**config.mk**
```make
export PLATFORM = sky130hd
export DESIGN_NAME = canonical_line_key_top
export DESIGN_NICKNAME = d
export VERILOG_FILES = /design/src/design/clk_pkg.sv /design/src/design/clk_gcd_step.sv /design/src/design/clk_div_step.sv /design/src/design/canonical_line_key_top.sv
export VERILOG_INCLUDE_DIRS = /design/src /design/src/design
export SDC_FILE = /design/constraint.sdc
export NUM_CORES = 2
export LEC_CHECK = 0
export BUFFER_PORTS_ARGS = -buffer_cell sky130_fd_sc_hd__buf_2
export CAP_MARGIN = 30
export CORE_MARGIN = 3
export CORE_UTILIZATION = 55
export DETAILED_ROUTE_END_ITERATION = 10
export PLACE_DENSITY = 0.7
export SYNTH_ARGS = -nofsm -noshare
export SYNTH_HDL_FRONTEND = slang
export SYNTH_SLANG_ARGS = --single-unit
```
**constraint.sdc**
```tcl
create_clock -name i_clk -period 65.3 [get_ports i_clk]
set_input_delay 9.795 -clock i_clk [delete_from_list [all_inputs] [get_ports i_clk]]
set_output_delay 9.795 -clock i_clk [all_outputs]
set_load 0.1 [all_outputs]
```
**src/design/canonical_line_key_top_assert.svh**
```systemverilog
// Assertion macros shared by the canonical line key design.
`ifndef CANONICAL_LINE_KEY_TOP_ASSERT_SVH
`define CANONICAL_LINE_KEY_TOP_ASSERT_SVH
`ifndef ASSERT_OFF
`define CLK_ASSERT(lbl, prop, msg) \
    lbl: assert property (@(posedge i_clk) disable iff (!i_rst_n) prop) else $error(msg);
`define CLK_ASSERT_RST(lbl, prop, msg) \
    lbl: assert property (@(posedge i_clk) prop) else $error(msg);
`else
`define CLK_ASSERT(lbl, prop, msg)
`define CLK_ASSERT_RST(lbl, prop, msg)
`endif
`endif

```
**src/design/clk_pkg.sv**
```systemverilog
// Package with constants and stage types of the canonical line key design.
`timescale 1ns / 1ps
package clk_pkg;
    localparam int MAX_SIDE = 64;
    localparam int COORD_W = 6;
    localparam int SIDE_W = 7;
    localparam int GCD_STEPS = 12;
    localparam int DIV_STEPS = COORD_W;
    localparam logic [SIDE_W-1:0] BOARD_SIDE_RESET = 7'd28;
    localparam logic REG_BOARD_SIDE = 1'b0;

    typedef struct packed {
        logic [COORD_W-1:0] x1;
        logic [COORD_W-1:0] y1;
        logic               sa;
        logic               sb;
        logic [COORD_W-1:0] am;
        logic [COORD_W-1:0] bm;
        logic               oor;
    } t_ctx;

    typedef struct packed {
        logic [COORD_W-1:0] u;
        logic [COORD_W-1:0] v;
        logic [2:0]         k;
    } t_gcd;

    typedef struct packed {
        logic [COORD_W-1:0] g;
        logic [COORD_W-1:0] na;
        logic [COORD_W-1:0] nb;
        logic [COORD_W-1:0] ra;
        logic [COORD_W-1:0] rb;
    } t_div;
endpackage

```
**src/design/clk_gcd_step.sv**
```systemverilog
// One registered step of the binary gcd of the two coefficient magnitudes.
`timescale 1ns / 1ps
module clk_gcd_step (
    input  logic          i_clk,
    input  logic          i_rst_n,
    input  logic          i_en,
    input  logic          i_valid,
    input  clk_pkg::t_ctx i_ctx,
    input  clk_pkg::t_gcd i_gcd,
    output logic          o_valid,
    output clk_pkg::t_ctx o_ctx,
    output clk_pkg::t_gcd o_gcd
);
    import clk_pkg::*;

    t_gcd n_gcd;
    logic r_valid;
    t_ctx r_ctx;
    t_gcd r_gcd;

    always_comb begin
        n_gcd = i_gcd;
        if (i_gcd.u != '0 && i_gcd.v != '0) begin
            if (!i_gcd.u[0] && !i_gcd.v[0]) begin
                n_gcd.u = i_gcd.u >> 1;
                n_gcd.v = i_gcd.v >> 1;
                n_gcd.k = i_gcd.k + 3'd1;
            end else if (!i_gcd.u[0]) begin
                n_gcd.u = i_gcd.u >> 1;
            end else if (!i_gcd.v[0]) begin
                n_gcd.v = i_gcd.v >> 1;
            end else if (i_gcd.u >= i_gcd.v) begin
                n_gcd.u = (i_gcd.u - i_gcd.v) >> 1;
            end else begin
                n_gcd.v = (i_gcd.v - i_gcd.u) >> 1;
            end
        end
    end

    always_ff @(posedge i_clk) begin
        if (!i_rst_n) begin
            r_valid <= 1'b0;
        end else if (i_en) begin
            r_valid <= i_valid;
        end
        if (i_en) begin
            r_ctx <= i_ctx;
            r_gcd <= n_gcd;
        end
    end

    assign o_valid = r_valid;
    assign o_ctx = r_ctx;
    assign o_gcd = r_gcd;
endmodule

```
**src/design/clk_div_step.sv**
```systemverilog
// One registered restoring division step for both coefficient quotients.
`timescale 1ns / 1ps
module clk_div_step (
    input  logic          i_clk,
    input  logic          i_rst_n,
    input  logic          i_en,
    input  logic          i_valid,
    input  clk_pkg::t_ctx i_ctx,
    input  clk_pkg::t_div i_div,
    output logic          o_valid,
    output clk_pkg::t_ctx o_ctx,
    output clk_pkg::t_div o_div
);
    import clk_pkg::*;

    logic [COORD_W:0] part_a;
    logic [COORD_W:0] part_b;
    logic             ge_a;
    logic             ge_b;
    t_div             n_div;
    logic             r_valid;
    t_ctx             r_ctx;
    t_div             r_div;

    always_comb begin
        part_a = {i_div.ra, i_div.na[COORD_W-1]};
        part_b = {i_div.rb, i_div.nb[COORD_W-1]};
        ge_a = part_a >= {1'b0, i_div.g};
        ge_b = part_b >= {1'b0, i_div.g};
        n_div = i_div;
        n_div.na = {i_div.na[COORD_W-2:0], ge_a};
        n_div.nb = {i_div.nb[COORD_W-2:0], ge_b};
        n_div.ra = ge_a ? COORD_W'(part_a - {1'b0, i_div.g}) : COORD_W'(part_a);
        n_div.rb = ge_b ? COORD_W'(part_b - {1'b0, i_div.g}) : COORD_W'(part_b);
    end

    always_ff @(posedge i_clk) begin
        if (!i_rst_n) begin
            r_valid <= 1'b0;
        end else if (i_en) begin
            r_valid <= i_valid;
        end
        if (i_en) begin
            r_ctx <= i_ctx;
            r_div <= n_div;
        end
    end

    assign o_valid = r_valid;
    assign o_ctx = r_ctx;
    assign o_div = r_div;
endmodule

```
**src/design/canonical_line_key_top.sv**
```systemverilog
// Throughput: one transfer per cycle while the output is not stalled; the gcd
// runs as 12 binary steps and the quotients as 6 restoring steps, each step a
// pipeline register stage. A stall at the output holds the whole pipeline in place.
// Reset is synchronous and active low; it empties the pipeline and sets the
// board side to 28.
`timescale 1ns / 1ps
`include "canonical_line_key_top_assert.svh"
module canonical_line_key_top (
    input  logic        i_clk,
    input  logic        i_rst_n,
    input  logic        psel,
    input  logic        penable,
    input  logic        pwrite,
    input  logic [2:0]  paddr,
    input  logic [31:0] pwdata,
    output logic [31:0] prdata,
    output logic        pready,
    input  logic        i_valid,
    output logic        o_stall,
    input  logic [5:0]  i_first_x,
    input  logic [5:0]  i_first_y,
    input  logic [5:0]  i_second_x,
    input  logic [5:0]  i_second_y,
    output logic        o_valid,
    input  logic        i_stall,
    output logic signed [6:0]  o_coef_a,
    output logic signed [6:0]  o_coef_b,
    output logic signed [12:0] o_coef_c,
    output logic [26:0] o_packed_key,
    output logic        o_out_of_range
);
    import clk_pkg::*;

    logic [SIDE_W-1:0]        r_side;
    logic [SIDE_W-1:0]        side_eff;
    logic [COORD_W-1:0]       r_coord_off;
    logic [SIDE_W-1:0]        r_coord_span;
    logic [2*COORD_W-1:0]     r_const_off;
    logic [2*COORD_W:0]       r_const_span;
    logic                     en;

    logic signed [COORD_W:0]  diff_a;
    logic signed [COORD_W:0]  diff_b;
    t_ctx                     n_ctx;

    logic                     gv   [0:GCD_STEPS];
    t_ctx                     gctx [0:GCD_STEPS];
    t_gcd                     gst  [0:GCD_STEPS];
    logic                     dv   [0:DIV_STEPS];
    t_ctx                     dctx [0:DIV_STEPS];
    t_div                     dst  [0:DIV_STEPS];

    logic [COORD_W-1:0]       gcd_val;
    logic [COORD_W-1:0]       qa;
    logic [COORD_W-1:0]       qb;
    logic signed [COORD_W:0]  sgn_a;
    logic signed [COORD_W:0]  sgn_b;
    logic                     flip;
    logic signed [COORD_W+1:0] a_off;
    logic signed [COORD_W+1:0] b_off;
    logic signed [14:0]       sum_p;
    logic signed [13:0]       c_off;

    logic                     r_s_valid;
    logic signed [6:0]        r_s_a;
    logic signed [6:0]        r_s_b;
    logic [COORD_W-1:0]       r_s_x1;
    logic [COORD_W-1:0]       r_s_y1;
    logic                     r_s_oor;

    logic                     r_m1_valid;
    logic signed [6:0]        r_m1_a;
    logic signed [6:0]        r_m1_b;
    logic signed [13:0]       r_m1_pa;
    logic signed [13:0]       r_m1_pb;
    logic [13:0]              r_m1_pk;
    logic [6:0]               r_m1_bo;
    logic                     r_m1_oor;

    logic                     r_m2_valid;
    logic signed [6:0]        r_m2_a;
    logic signed [6:0]        r_m2_b;
    logic signed [12:0]       r_m2_c;
    logic [14:0]              r_m2_k;
    logic                     r_m2_oor;

    logic                     r_m3_valid;
    logic signed [6:0]        r_m3_a;
    logic signed [6:0]        r_m3_b;
    logic signed [12:0]       r_m3_c;
    logic [27:0]              r_m3_prod;
    logic [12:0]              r_m3_coff;
    logic                     r_m3_oor;

    logic                     r_out_valid;
    logic signed [6:0]        r_out_a;
    logic signed [6:0]        r_out_b;
    logic signed [12:0]       r_out_c;
    logic [26:0]              r_out_key;
    logic                     r_out_oor;

    logic                     out_zero;
    logic                     sign_ok;

    // Configuration register and the board constants derived from it.
    always_ff @(posedge i_clk) begin
        if (!i_rst_n) begin
            r_side <= BOARD_SIDE_RESET;
        end else if (psel && penable && pwrite && pready && paddr[2] == REG_BOARD_SIDE) begin
            r_side <= pwdata[SIDE_W-1:0];
        end
        r_coord_off <= COORD_W'(side_eff - SIDE_W'(1));
        r_coord_span <= SIDE_W'({side_eff, 1'b0} - 8'd1);
        r_const_off <= r_coord_off * r_coord_off;
        r_const_span <= {r_const_off, 1'b1};
    end

    assign pready = 1'b1;
    assign prdata = (paddr[2] == REG_BOARD_SIDE) ? {25'd0, r_side} : 32'd0;

    always_comb begin
        if (r_side < SIDE_W'(2)) begin
            side_eff = SIDE_W'(2);
        end else if (r_side > SIDE_W'(MAX_SIDE)) begin
            side_eff = SIDE_W'(MAX_SIDE);
        end else begin
            side_eff = r_side;
        end
    end

    assign en = !r_out_valid || !i_stall;
    assign o_stall = !en;

    // Entry: coefficient differences and range check.
    always_comb begin
        diff_a = signed'({1'b0, i_first_y}) - signed'({1'b0, i_second_y});
        diff_b = signed'({1'b0, i_second_x}) - signed'({1'b0, i_first_x});
        n_ctx.x1 = i_first_x;
        n_ctx.y1 = i_first_y;
        n_ctx.sa = diff_a[COORD_W];
        n_ctx.sb = diff_b[COORD_W];
        n_ctx.am = diff_a[COORD_W] ? COORD_W'(-diff_a) : COORD_W'(diff_a);
        n_ctx.bm = diff_b[COORD_W] ? COORD_W'(-diff_b) : COORD_W'(diff_b);
        n_ctx.oor = ({1'b0, i_first_x} >= side_eff) || ({1'b0, i_first_y} >= side_eff)
            || ({1'b0, i_second_x} >= side_eff) || ({1'b0, i_second_y} >= side_eff);
    end

    always_ff @(posedge i_clk) begin
        if (!i_rst_n) begin
            gv[0] <= 1'b0;
        end else if (en) begin
            gv[0] <= i_valid;
        end
        if (en) begin
            gctx[0] <= n_ctx;
            gst[0].u <= n_ctx.am;
            gst[0].v <= n_ctx.bm;
            gst[0].k <= 3'd0;
        end
    end

    for (genvar gi = 0; gi < GCD_STEPS; gi++) begin : g_gcd
        clk_gcd_step u_step (
            .i_clk   (i_clk),
            .i_rst_n (i_rst_n),
            .i_en    (en),
            .i_valid (gv[gi]),
            .i_ctx   (gctx[gi]),
            .i_gcd   (gst[gi]),
            .o_valid (gv[gi+1]),
            .o_ctx   (gctx[gi+1]),
            .o_gcd   (gst[gi+1])
        );
    end

    // The gcd of a and b also divides c, since c = -x1*a - y1*b.
    assign gcd_val = COORD_W'((gst[GCD_STEPS].u | gst[GCD_STEPS].v) << gst[GCD_STEPS].k);

    assign dv[0] = gv[GCD_STEPS];
    assign dctx[0] = gctx[GCD_STEPS];
    assign dst[0].g = gcd_val;
    assign dst[0].na = gctx[GCD_STEPS].am;
    assign dst[0].nb = gctx[GCD_STEPS].bm;
    assign dst[0].ra = '0;
    assign dst[0].rb = '0;

    for (genvar di = 0; di < DIV_STEPS; di++) begin : g_div
        clk_div_step u_step (
            .i_clk   (i_clk),
            .i_rst_n (i_rst_n),
            .i_en    (en),
            .i_valid (dv[di]),
            .i_ctx   (dctx[di]),
            .i_div   (dst[di]),
            .o_valid (dv[di+1]),
            .o_ctx   (dctx[di+1]),
            .o_div   (dst[di+1])
        );
    end

    // Sign restoration and normalisation.
    always_comb begin
        qa = (dst[DIV_STEPS].g == '0) ? '0 : dst[DIV_STEPS].na;
        qb = (dst[DIV_STEPS].g == '0) ? '0 : dst[DIV_STEPS].nb;
        sgn_a = dctx[DIV_STEPS].sa ? -signed'({1'b0, qa}) : signed'({1'b0, qa});
        sgn_b = dctx[DIV_STEPS].sb ? -signed'({1'b0, qb}) : signed'({1'b0, qb});
        flip = (sgn_a < 0) || (sgn_a == 0 && sgn_b < 0);
    end

    always_ff @(posedge i_clk) begin
        if (!i_rst_n) begin
            r_s_valid <= 1'b0;
        end else if (en) begin
            r_s_valid <= dv[DIV_STEPS];
        end
        if (en) begin
            r_s_a <= flip ? -sgn_a : sgn_a;
            r_s_b <= flip ? -sgn_b : sgn_b;
            r_s_x1 <= dctx[DIV_STEPS].x1;
            r_s_y1 <= dctx[DIV_STEPS].y1;
            r_s_oor <= dctx[DIV_STEPS].oor;
        end
    end

    // Products for the constant term and the first key digit.
    assign a_off = 8'(r_s_a) + signed'({2'b00, r_coord_off});
    assign b_off = 8'(r_s_b) + signed'({2'b00, r_coord_off});

    always_ff @(posedge i_clk) begin
        if (!i_rst_n) begin
            r_m1_valid <= 1'b0;
        end else if (en) begin
            r_m1_valid <= r_s_valid;
        end
        if (en) begin
            r_m1_a <= r_s_a;
            r_m1_b <= r_s_b;
            r_m1_pa <= signed'({1'b0, r_s_x1}) * r_s_a;
            r_m1_pb <= signed'({1'b0, r_s_y1}) * r_s_b;
            r_m1_pk <= a_off[6:0] * r_coord_span;
            r_m1_bo <= b_off[6:0];
            r_m1_oor <= r_s_oor;
        end
    end

    assign sum_p = 15'(r_m1_pa) + 15'(r_m1_pb);

    always_ff @(posedge i_clk) begin
        if (!i_rst_n) begin
            r_m2_valid <= 1'b0;
        end else if (en) begin
            r_m2_valid <= r_m1_valid;
        end
        if (en) begin
            r_m2_a <= r_m1_a;
            r_m2_b <= r_m1_b;
            r_m2_c <= 13'(-sum_p);
            r_m2_k <= 15'(r_m1_pk) + 15'(r_m1_bo);
            r_m2_oor <= r_m1_oor;
        end
    end

    assign c_off = 14'(r_m2_c) + signed'({2'b00, r_const_off});

    always_ff @(posedge i_clk) begin
        if (!i_rst_n) begin
            r_m3_valid <= 1'b0;
        end else if (en) begin
            r_m3_valid <= r_m2_valid;
        end
        if (en) begin
            r_m3_a <= r_m2_a;
            r_m3_b <= r_m2_b;
            r_m3_c <= r_m2_c;
            r_m3_prod <= 28'(r_m2_k) * 28'(r_const_span);
            r_m3_coff <= c_off[12:0];
            r_m3_oor <= r_m2_oor;
        end
    end

    always_ff @(posedge i_clk) begin
        if (!i_rst_n) begin
            r_out_valid <= 1'b0;
        end else if (en) begin
            r_out_valid <= r_m3_valid;
        end
        if (en) begin
            r_out_a <= r_m3_oor ? '0 : r_m3_a;
            r_out_b <= r_m3_oor ? '0 : r_m3_b;
            r_out_c <= r_m3_oor ? '0 : r_m3_c;
            r_out_key <= r_m3_oor ? '0 : 27'(r_m3_prod + 28'(r_m3_coff));
            r_out_oor <= r_m3_oor;
        end
    end

    assign o_valid = r_out_valid;
    assign o_coef_a = r_out_a;
    assign o_coef_b = r_out_b;
    assign o_coef_c = r_out_c;
    assign o_packed_key = r_out_key;
    assign o_out_of_range = r_out_oor;

    assign out_zero = o_coef_a == 0 && o_coef_b == 0 && o_coef_c == 0 && o_packed_key == 0;
    assign sign_ok = !o_coef_a[6] && (o_coef_a != 0 || !o_coef_b[6]);

    `CLK_ASSERT_RST(a_rst_empty, !i_rst_n |=> !o_valid, "pipeline not empty after reset")
    `CLK_ASSERT(a_oor_zero, o_valid && o_out_of_range |-> out_zero, "out of range result not zeroed")
    `CLK_ASSERT(a_sign_norm, o_valid && !o_out_of_range |-> sign_ok, "line signs not normalised")
    `CLK_ASSERT(a_hold, o_valid && i_stall |=> $stable(r_s_a) && $stable(r_m3_prod), "pipeline moved under stall")
endmodule

```
# Yosys cells after proc, flatten, opt, wreduce, memory -nomap -nowiden
# Index checks and enable logic that the tools add are counted.
# totals
reg_bits	1112
inputBits	66
word_cells	561
# op_classes
addsub	62
multipliers	5
n_lt_le_gt_ge	32
shift	1
muxes	129
bitwise_logic	2
n_reduce_logical	86
# op_table
op	n
6-bit two-way mux	84
6-bit subtractor	32
15-bit two-way mux	12
12-bit two-way mux	12
6-bit nonzero test	24
6-bit greater-or-equal comparator	12
7-bit by 6-bit greater-or-equal comparator with 1-bit output	10
7-bit two-way mux	7
3-bit by 1-bit adder with 3-bit output, second input constant	11
3-bit two-way mux	11
32-bit zero test	1
6-bit by 7-bit greater-or-equal comparator with 1-bit output	4
1-bit logical AND	28
27-bit by 13-bit adder with 27-bit output	1
1-bit zero test	27
15-bit by 13-bit multiplier with 27-bit output	1
13-bit adder	2
7-bit by 7-bit multiplier with 13-bit output	2
14-bit by 7-bit adder with 15-bit output	1
7-bit adder	2
7-bit by 1-bit < comparator with 1-bit output, second input constant	2
7-bit by 7-bit multiplier with 14-bit output	1
6-bit negator with 7-bit output	2
7-bit negator	2
16 further kinds	26

# Depth between registers and ports, before layout
# logic_depth
depth_word	8
mapped_depth	22
ltp_nobuf	22

# Hierarchy
# Synthesis repeated with hierarchy kept, for this count alone.
# unflattened
cells_unflattened	5498
area_unflattened_um2	67581.1
# modules_own_cells
module	instances	cells_each	area_each_um2
canonical_line_key_top	1	2383	25743.4
clk_gcd_step (g_gcd[0].u_step ...)	10	184	2233.4
clk_div_step (g_div[0].u_step ...)	3	161	2558.7
clk_div_step (g_div[3].u_step ...)	3	142	2458.6
clk_gcd_step (g_gcd[8].u_step ...)	2	183	2225.9

# Worst setup path before layout
# No wires, ideal clock.
# synth_path
path_kind	input -> register
start	input i_stall
end	register g_div[0].u_step.r_ctx, in the netlist g_div[0].u_step.o_ctx[0], enable pin
setup_ns	1.811
arrival_time_ns	38.098
path_slack_ns	25.391
path_stages	2
path_buffers	1
cell_sequence	nand2_1 -> clkbuf_1
# synth_via
elab_chain_cells	2
# synth_rtl
item	line_no	text
from (decl)	canonical_line_key_top.sv:25	input logic i_stall,
1-bit zero test	canonical_line_key_top.sv:131	assign en = !r_out_valid || !i_stall;
1-bit logical OR	canonical_line_key_top.sv:131	
to (signal assigned)	clk_div_step.sv:44	r_ctx <= i_ctx;
to (decl)	clk_div_step.sv:22	t_ctx r_ctx;
# No other way between the ends.
# A chain may end at the register's enable or synchronous reset.

# Final worst setup path
# layout_path
start	input i_stall
end	output o_stall
# layout_via
elab_chain_cells	3
# layout_rtl
item	line_no	text
1-bit zero test	canonical_line_key_top.sv:131	
1-bit logical OR	canonical_line_key_top.sv:131	
1-bit zero test	canonical_line_key_top.sv:132	assign o_stall = !en;
to (decl)	canonical_line_key_top.sv:19	output logic o_stall,
# No other way between the ends.

==> results.py <==
metrics = {
    "status": {
        "status": "completed",
    },
    "layout": {
        "areaGrowthSynthToFinish_pct": 9.23,
        "insertedDiodeCount": 0,
        "nets": 6091,
        "drive_gt1_share_pct": 7.21,
        "final_cell_mix": "1041 x edfxtp_1, 654 x inv_1, 525 x ha_1",
        "final_common_cell": "edfxtp_1",
    },
    "yosys": {
        "synth_cell_types": 101,
        "synth_edf_count": 1041,
        "synth_seq_area_share_pct": 52.2,
        "avgSynthCellArea_um2": 12.1,
        "yosys_warnings": 0,
        "syn_inst": 5139,
        "syn-cell-area_um2": 62200,
        "synth_seq_cells": 1100,
        "ys.flop_type": "edfxtp_1",
        "async_reset_ff_share_pct": 0,
    },
    "clock_network": {
        "root_buffer": "clkbuf_16",
        "hold_buffers": 0,
        "cts_buffers": 108,
        "cts_setup_buffers": 0,
        "h-tree-depth": 3,
        "clk_pin_slew_ps": 60,
        "clock-sinks": 1100,
        "cts_max_path_buffers": 3,
        "post_cts_resized": 0,
        "clkLatencyLatePin_ps": 700,
        "cts_tree": "built",
    },
    "grt": {
        "grt_max_degree": 87,
        "grt_pass1_wl_mm": 188,
        "overflow": 0,
        "antenna_found_initial": 1,
        "globalRouteTotalUtil_pct": 19.7,
        "grt_pass1_vias": 37300,
    },
    "critical_path": {
        "cp-end-kind": "output pin",
        "reg2reg_from": "r_coord_span[2]$_DFF_P_",
        "critPathKind": "in -> out",
        "r2r_end": "r_m1_pk[12]$_DFFE_PN_",
        "start_kind": "primary input",
        "reg2reg_depth": 21,
        "r2r_slack_ps": 58670,
        "worstPathRequired_ps": 55510,
        "arrival_ps": 11080,
        "critPathMaxFanout": 40,
    },
    "floorplan": {
        "core_um2": 111000,
        "die_h_um": 342,
        "dieWidth_um": 342,
        "die-area_um2": 117000,
        "io_pins": 156,
        "rows": 122,
        "start_util_pct": 55.8,
    },
    "flow_run": {
        "cap_violations": 0,
    },
    "placement": {
        "io_buffers": 102,
        "hpwl_mm": 84.9,
        "gp_congestion": 0.896,
    },
    "timing": {
        "tns_ps": 0,
        "hold_viol_final": 0,
        "post-route-period-util_pct": 32.0,
        "clock_skew_ps": 38.5,
        "rsz0062_at_grt": "false",
        "tightest_slew_ps": 977,
        "setup_violations": 0,
        "max_slew_margin_pct": 34.9,
        "drv_slew": 0,
        "max_freq_mhz": 47.9,
        "period_minus_slack_ps": 20880,
    },
    "detailed_routing": {
        "drc_errors": 0,
        "drtIter0Drc": 2326,
        "antenna_left": 0,
        "drt-total-wl_mm": 115,
        "dr.pass1.iters": 5,
        "viasPerCell": 5.47,
        "wire_per_inst_um": 16.8,
        "num_vias": 37400,
    },
    "worst_hold_path": {
        "min_to": "r_const_span[5]$_DFF_P_",
        "hp-start": "r_const_off[4]$_DFF_P_",
        "hold_path_depth": 0,
        "hp-class": "reg -> reg",
    },
}
[kinds of logic (layout without fill, tap and decap cells)]
logic type / after synthesis / count (layout) / share of synthesized area, %
xor gates and xnor gates: 267 / 267 / 3.77
and+or+nand+nor: 1196 / 1196 / 9.43
muxes: 95 / 95 / 1.62
buffers and inverters: 792 / 984 / 4.97
other: 2 / 26 / 0.0121
AOI/OAI and AO/OA: 924 / 924 / 9.79
adders and majority gates: 763 / 763 / 18.2
DFF: 1100 / 1100 / 52.2
[through the flow]
step           hold slack, ps  util, %  cell area, um2  setup slack [ps]  instances
3_5_place_dp              367     57.6           64200             44410       6638
5_1_grt                   380     60.9           67900             44320       6843
2_1_floorplan             337        -           62300             25390       5163
4_1_cts                   375     60.9           67900             44420       6841
3_3_place_gp              365     57.6           64200             44440       6637
6_report                  372     60.9           67900             44420       6843
[layer usage]
metal | track usage, % | share of wire, %
met3 | 2.57 | 3.9
met4 | 6.11 | 2.8
met1 | 25.6 | 43
met2 | 34.6 | 50
met5 | 0 | 0
[synthesized netlist by cell type (all sizes together) (8+ instances only)]
master      n  area share [%]
a211oi     22            0.27
a21boi     59            0.71
a21o       80            0.97
a21oi     242             2.0
a22oi      12            0.14
a2bb2oi    10            0.14
a311oi     13            0.21
a31oi      46            0.47
and2      169             1.7
and3       19            0.19
buf        41            0.43
clkbuf     93            0.56
dfxtp      59             1.9
edfxtp   1041              50
fa        238             7.7
ha        525              11
inv       657             4.0
mux2       36            0.65
mux2i      58            0.93
nand2     356             2.2
nand2b     39            0.39
nand3      60            0.48
nand4      19            0.19
nor2      284             1.7
nor2b     105             1.1
nor3       60            0.54
nor3b       8            0.10
nor4       20            0.21
o211ai     13            0.16
o21a       50            0.62
o21ai     173             1.4
o21bai     41            0.50
o22ai      44            0.44
o311ai      8            0.11
o31ai      15            0.18
o32ai      17            0.24
or2        14            0.14
or3        18            0.18
or4         9            0.11
xnor2     191             2.7
xor2       76             1.1
[worst max path at each step]
| stage | start | to |
|---|---|---|
| floorplan | i_stall | g_div[0].u_step.o_ctx[0]$_DFFE_PN_ |
| CTS | i_stall | o_stall |
| finish | i_stall | o_stall |
| detailed placement | i_stall | o_stall |
| global route | i_stall | o_stall |
| global placement | i_stall | o_stall |
[layout make-up]
| type | instances | area (um2) |
|---|---|---|
| clock inverter | 64 | 704 |
| tap | 1488 | 1860 |
| clock buffer | 139 | 2960 |
| multi-input combinational | 3271 | 26800 |
| sequential | 1100 | 32400 |
| inverter | 658 | 2470 |
| fill | 8904 | 43500 |
| timing repair buffer | 123 | 728 |
[critical path, stage by stage]
cell and delay [ps]:
buf_2 100, nand2_4 240, inv_2 420, buf_2 510
[state kept, by name, summed over array words and instances (netlist names), 14 cells and up]
signal and cells:
g_gcd.u_step.o_ctx 324, g_gcd.u_step.o_gcd 177, g_div.u_step.o_div 168, g_div.u_step.o_ctx 90, o_packed_key 27, r_m3_prod 27, gctx 15, r_m2_k 15
r_m1_pk 14
Power is left out: the tool's default activity adds up to more than one toggle a clock period on the data nets, which glitch-free logic cannot reach.
